<file path="src/rtl/bcf_pkg.sv">
// ----------------------------------------------------------------------------
// bcf_pkg: shared types and constants for the bitvector constant folder
// Item layouts, operation and status codes, and the mask and sign helpers.
// ----------------------------------------------------------------------------
package bcf_pkg;

  localparam int VAL_W = 64;
  localparam int WID_W = 7;
  localparam int OFF_W = 6;

  localparam logic [4:0] OP_ADD   = 5'd0;
  localparam logic [4:0] OP_SUB   = 5'd1;
  localparam logic [4:0] OP_MUL   = 5'd2;
  localparam logic [4:0] OP_AND   = 5'd3;
  localparam logic [4:0] OP_OR    = 5'd4;
  localparam logic [4:0] OP_XOR   = 5'd5;
  localparam logic [4:0] OP_SHL   = 5'd6;
  localparam logic [4:0] OP_LSHR  = 5'd7;
  localparam logic [4:0] OP_ASHR  = 5'd8;
  localparam logic [4:0] OP_ROL   = 5'd9;
  localparam logic [4:0] OP_ROR   = 5'd10;
  localparam logic [4:0] OP_UDIV  = 5'd11;
  localparam logic [4:0] OP_UREM  = 5'd12;
  localparam logic [4:0] OP_SDIV  = 5'd13;
  localparam logic [4:0] OP_SREM  = 5'd14;
  localparam logic [4:0] OP_EQ    = 5'd15;
  localparam logic [4:0] OP_NE    = 5'd16;
  localparam logic [4:0] OP_ULT   = 5'd17;
  localparam logic [4:0] OP_ULE   = 5'd18;
  localparam logic [4:0] OP_SLT   = 5'd19;
  localparam logic [4:0] OP_SLE   = 5'd20;
  localparam logic [4:0] OP_TRUNC = 5'd21;
  localparam logic [4:0] OP_ZEXT  = 5'd22;
  localparam logic [4:0] OP_SEXT  = 5'd23;
  localparam logic [4:0] OP_EXTR  = 5'd24;
  localparam logic [4:0] OP_PASS  = 5'd25;

  localparam logic [1:0] ST_OK     = 2'd0;
  localparam logic [1:0] ST_NOFOLD = 2'd1;
  localparam logic [1:0] ST_BADW   = 2'd2;

  typedef struct packed {
    logic [4:0]       mode;
    logic [WID_W-1:0] operand_width;
    logic [WID_W-1:0] result_width;
    logic [VAL_W-1:0] left_value;
    logic [VAL_W-1:0] right_value;
    logic [OFF_W-1:0] bit_offset;
  } in_item_t;

  typedef struct packed {
    logic [VAL_W-1:0] result_value;
    logic [1:0]       status;
  } out_item_t;

  // Per-item data that rides along the divider chain
  typedef struct packed {
    logic [4:0]       mode;
    logic [WID_W-1:0] ow;
    logic [WID_W-1:0] rw;
    logic [1:0]       status;
    logic [VAL_W-1:0] simple;
    logic [VAL_W-1:0] a;
    logic [VAL_W-1:0] mul_ll;
    logic [31:0]      mul_lh;
    logic [31:0]      mul_hl;
    logic             an;
    logic             bn;
  } side_t;

  function automatic logic [VAL_W-1:0] width_mask(input logic [WID_W-1:0] w);
    logic [VAL_W-1:0] m;
    if (w >= WID_W'(VAL_W)) m = '1;
    else m = (VAL_W'(1) << w) - VAL_W'(1);
    return m;
  endfunction

  function automatic logic [VAL_W-1:0] sign_fill(input logic [VAL_W-1:0] v,
                                                 input logic [WID_W-1:0] w);
    logic [VAL_W-1:0] m;
    logic [VAL_W-1:0] r;
    m = width_mask(w);
    r = v & m;
    if (w >= WID_W'(1) && w < WID_W'(VAL_W) && r[OFF_W'(w - WID_W'(1))]) r = r | ~m;
    return r;
  endfunction

endpackage

</file>
<file path="src/rtl/bcf_div_cell.sv">
// ----------------------------------------------------------------------------
// bcf_div_cell: one restoring-division step of the divider chain
// Shifts in one dividend bit, subtracts the divisor when it fits and hands
// remainder, quotient and the item's side data to the next cell.
// ----------------------------------------------------------------------------
module bcf_div_cell #(
  parameter int WIDTH = 64
) (
  input  logic                clk,
  input  logic                rst_n,
  input  logic                adv,
  input  logic                valid_i,
  input  logic [WIDTH-1:0]    dvd_i,
  input  logic [WIDTH-1:0]    dsr_i,
  input  logic [WIDTH-1:0]    rem_i,
  input  logic [WIDTH-1:0]    quo_i,
  input  bcf_pkg::side_t      side_i,
  output logic                valid_o,
  output logic [WIDTH-1:0]    dvd_o,
  output logic [WIDTH-1:0]    dsr_o,
  output logic [WIDTH-1:0]    rem_o,
  output logic [WIDTH-1:0]    quo_o,
  output bcf_pkg::side_t      side_o
);

  logic [WIDTH:0]   trial;
  logic [WIDTH:0]   diff;
  logic             ge;
  logic             valid_r;
  logic [WIDTH-1:0] dvd_r;
  logic [WIDTH-1:0] dsr_r;
  logic [WIDTH-1:0] rem_r;
  logic [WIDTH-1:0] quo_r;
  bcf_pkg::side_t   side_r;

  assign trial = {rem_i, dvd_i[WIDTH-1]};
  assign diff  = trial - {1'b0, dsr_i};
  assign ge    = (trial >= {1'b0, dsr_i});

  always_ff @(posedge clk) begin
    if (!rst_n) begin
      valid_r <= 1'b0;
    end else if (adv) begin
      valid_r <= valid_i;
    end
  end

  always_ff @(posedge clk) begin
    if (adv) begin
      dvd_r  <= {dvd_i[WIDTH-2:0], 1'b0};
      dsr_r  <= dsr_i;
      rem_r  <= ge ? diff[WIDTH-1:0] : trial[WIDTH-1:0];
      quo_r  <= {quo_i[WIDTH-2:0], ge};
      side_r <= side_i;
    end
  end

  assign valid_o = valid_r;
  assign dvd_o   = dvd_r;
  assign dsr_o   = dsr_r;
  assign rem_o   = rem_r;
  assign quo_o   = quo_r;
  assign side_o  = side_r;

endmodule
</file>
<file path="config.mk">
export PLATFORM = sky130hd
export DESIGN_NAME = bcf_div_cell
export DESIGN_NICKNAME = d
export VERILOG_FILES = /design/src/rtl/bcf_pkg.sv /design/src/rtl/bcf_div_cell.sv
export SDC_FILE = /design/constraint.sdc
export NUM_CORES = 1
export LEC_CHECK = 0
export ABC_AREA = 1
export BUFFER_PORTS_ARGS = -buffer_cell sky130_fd_sc_hd__buf_2
export CORE_AREA = 10 10 415 417
export DETAILED_ROUTE_END_ITERATION = 10
export DIE_AREA = 0 0 425 427
export SYNTH_ARGS = -nofsm -noshare
export SYNTH_HDL_FRONTEND = slang
export SYNTH_SLANG_ARGS = --single-unit
export TNS_END_PERCENT = 20
</file>
<file path="constraint.sdc">
create_clock -name clk -period 2.1 [get_ports clk]
set_input_delay 0.105 -clock clk [delete_from_list [all_inputs] [get_ports clk]]
set_output_delay 0.105 -clock clk [all_outputs]
set_load 0.05 [all_outputs]
</file>
==> results by group <==
Run status
  • Outcome: finished, final reports clean

STA
  • Slew headroom: 62.20%
  • Fin. max-slew vios: 0
  • WHS: 69.84 ps
  • Fmax: 507.4 MHz
  • Slew at the pin with the worst max-slew slack: 567.1 ps
  • Setup violations, final: 0
  • Final Critical Period: 1971 ps
  • RSZ-0062 raised after global routing: no
  • Final hold vios: 0
  • Worst Skew: 0 ps
  • Final worst-path cycle share: 93.84%

Die
  • Area of the die: 181,500 um2
  • Initial Util: 14.28%
  • Die X: 425 um
  • Die Y-Extent: 427 um
  • Rows: 149
  • Core area: 164,100 um2
  • IO Count: 1,075

Detailed routing
  • Final wirelength: 166,900 um
  • Vias/cell: 3.760
  • Routed Antenna Nets: 0
  • Drt drc: 0
  • Drt first pass iters: 5
  • DR WL/cell: 26.00 um
  • Via count: 24,130
  • Initial DRC count: 2,077

Worst setup path
  • Critical path launch point type: input port
  • Largest stage delay, worst path: 620 ps
  • Crit path buf inv count: 3
  • WS Path Type: in2reg
  • CP max stage cell: dlygate4sd3_1
  • Critical path's top delay family: buffers and inverters
  • Reg2reg setup slack: 890 ps
  • Critical Path, Cell by Cell: dlygate4sd3_1 > ha_4 > nand2_1 > nand2_1 > a21oi_2 > nor2_1 > o21ai_1 > nand3_2 > nor2_4 > nand2_4 > buf_12 > buf_4 > nand2_2 > nand2_1
  • Critical Path Sink Type: flip-flop
  • Top cell by count, worst path: nand2_1
  • Arr. time, crit path: 2390 ps
  • Worst R2R End: valid_o$_SDFFE_PN0P_
  • Worst Path Max Fanout: 12
  • Req. time, crit path: 2510 ps
  • R2R cell count: 3
  • R2r startpoint: valid_o$_SDFFE_PN0P_

Clocking
  • Sink Count: 535
  • Max H-tree Level: 3
  • Clk_lat worst skew: 660 ps
  • TritonCTS clock tree: done
  • Root Buffer: clkbuf_16
  • Bufs on Longest Clock Path: 3
  • Num CTS Buffers: 67
  • Clock transition at path regs: 60 ps

Logic synthesis
  • EDFF count, synth: 534
  • Post-Synthesis Cells: 2,119
  • Sequential cell area fraction in the yosys report: 68.55%
  • Synth cell types: 36
  • Syn_nets: 2,723
  • Synth Flop Type: edfxtp_1
  • Asr flop ratio synth: 0%
  • Average instance area after synthesis: 11.05 um2
  • Post-Syn Area: 23,420 um2
  • Synth warn: 0
  • Yosys reg bits: 535

Final layout
  • Fin nets: 4,739
  • Layout cells sized above 1: 39.08%
  • Final core utilization: 25.58%
  • Final Instance Area: 41,970 um2
  • Non-filler instance count after layout: 6,418
  • Area Overhead vs Synth: 79.18%

Pwr
  • Internal power: 22,370 uW
  • Power Total: 34,510 uW
  • Sw frac: 35.18%
  • Sequential Power Share: 38.1%
  • Clock group share of total power: 33.4%
  • Power Dens Cells: 822.4 nW/um2
  • Leakage: 0.01963 uW
  • Combinational power share: 28.5%
  • VDD IR max: 622.9 uV
  • Switch Pwr: 12,140 uW

Global route
  • Gr usage total: 17.45%
  • Initial antenna violation count: 141
  • Largest net degree at the start of global routing: 63
  • First-pass GRT wire length: 214,300 um
  • Total gr overflow: 0
  • Vias in the first global route: 24,380

Hold path
  • Min-Delay Path Class: in2reg
  • Launch point of the worst hold path: rem_i[21]
  • Hold Path Cell Cnt: 5
  • Hold EP: rem_o[22]$_DFFE_PP_

Job
  • Number of max-cap violations: 0

Placement
  • Inst Count DP: 5,719
  • Placed Area: 34,310 um2
  • Port bufs: 1,072
  • Post-DP HPWL: 142,300 um
  • Routability cong.: 0.9657
==> tightest hold or removal path: cells and delay by family <==
kind          cells  cell delay, ps
fa+ha+maj         1             180
xor+xnor          1             100
simple gates      2             100
buf+inv           1              90
==> power groups by stage <==
stage	sequential [uW]	combinational [uW]	clock (uW)
2_1_floorplan	16600	1610	0
3_3_place_gp	13300	8910	0
3_5_place_dp	13400	8920	0
4_1_cts	13200	9930	11900
5_1_grt	13200	10300	12300
6_report	13200	9820	11500
==> area by class of cell <==
type | count | area (um2)
antenna | 45 | 112.6
clock buffer | 78 | 1718
clock inverter | 40 | 412.9
fill | 17530 | 122100
inverter | 400 | 1501
multi-input combinational | 1164 | 5758
sequential | 535 | 16060
tap | 2189 | 2739
timing repair buffer | 1967 | 13670
==> metrics by stage <==
step	setup WS, ps	TNS [ps]
after floorplan	169.1	0
after global placement	-643.1	-25020
after detailed placement	-608.7	-26560
after CTS	4.663	0
after global routing	8.255	0
final	129.3	0
==> cells by family (layout without fill, tap and decap cells) <==
family / Yosys count / in the layout / share of synthesized area (%)
other cells: 1 / 46 / 0.01601
fa+ha+maj: 65 / 65 / 3.504
buf+inv: 420 / 2485 / 7.046
compound gates: 55 / 55 / 1.234
xor+xnor: 31 / 31 / 1.159
flops: 535 / 535 / 68.55
simple gates: 1012 / 1012 / 18.49
==> worst max-delay path by stage <==
stage | from | end | slack [ps] | cells after the start
finish | rem_i[48] | rem_o[6]$_DFFE_PP_ | 130 | 14
CTS | rem_i[48] | rem_o[50]$_DFFE_PP_ | 5 | 16
global route | rem_i[48] | rem_o[43]$_DFFE_PP_ | 8 | 14
global placement | dsr_i[27] | rem_o[55]$_DFFE_PP_ | -640 | 17
floorplan | dsr_i[56] | rem_o[3]$_DFFE_PP_ | 170 | 14
detailed placement | dsr_i[27] | rem_o[55]$_DFFE_PP_ | -610 | 17
==> sequential cells by signal, summed over array words and instances, names as in the netlist <==
| signal | count |
|---|---|
| side_o | 279 |
| dsr_o | 64 |
| quo_o | 64 |
| rem_o | 64 |
| dvd_o | 63 |
| valid_o | 1 |
==> layout by cell type, fill, tap and decap left out, types with 9 or more instances in the layout <==
master,n
a21oi_1,43
buf_12,18
buf_2,1070
buf_4,341
clkbuf_1,11
clkbuf_16,67
clkinv_1,13
clkinv_2,10
diode_2,45
dlygate4sd3_1,536
edfxtp_1,534
ha_1,63
inv_1,377
inv_2,21
nand2_1,655
nand2_2,45
nand3_1,142
nand3b_1,16
nor2_1,91
nor2_2,24
nor3_1,9
xor2_1,30
==> cells in the mapped netlist (2+ instances only) <==
cell type / number / area (um2)
o21ai_0: 7 / 35.03
edfxtp_1: 534 / 16040
clkinv_1: 2 / 7.510
and2_1: 2 / 12.51
buf_2: 4 / 20.02
a21oi_2: 3 / 26.28
nor4_1: 6 / 37.54
nand4_1: 6 / 37.54
nor2_2: 19 / 118.9
buf_12: 4 / 80.08
ha_1: 64 / 800.8
nand3_1: 142 / 710.7
nand2_4: 2 / 22.52
nand2_2: 42 / 262.8
inv_1: 377 / 1415
buf_1: 6 / 22.52
inv_2: 21 / 78.83
nor2_1: 96 / 360.4
nand2_1: 658 / 2470
and3_1: 3 / 18.77
nand3b_1: 16 / 120.1
a21oi_1: 43 / 215.2
nand3_2: 2 / 20.02
nor2_4: 7 / 78.83
xor2_1: 30 / 262.8
clkbuf_1: 5 / 18.77
nor3_1: 9 / 45.04
==> routing by layer <==
| layer | up-vias | global-route usage, % | share of wire, % |
|---|---|---|---|
| met1 | 11460 | 17.80 | 34 |
| met4 | 46 | 8.596 | 5.7 |
| li1 | 10990 | - | - |
| met3 | 383 | 4.866 | 8.1 |
| met2 | 1252 | 32.46 | 52 |
| met5 | - | 0 | 0.19 |
==> timing repair <==
action	in CTS	in global routing
setup endpoints to repair	0	61
hold buffers	535	1
endpoints found under the hold margin	552	1
setup buffers	0	1
gates resized for setup	0	13
Power figures use the tool's default switching activity.
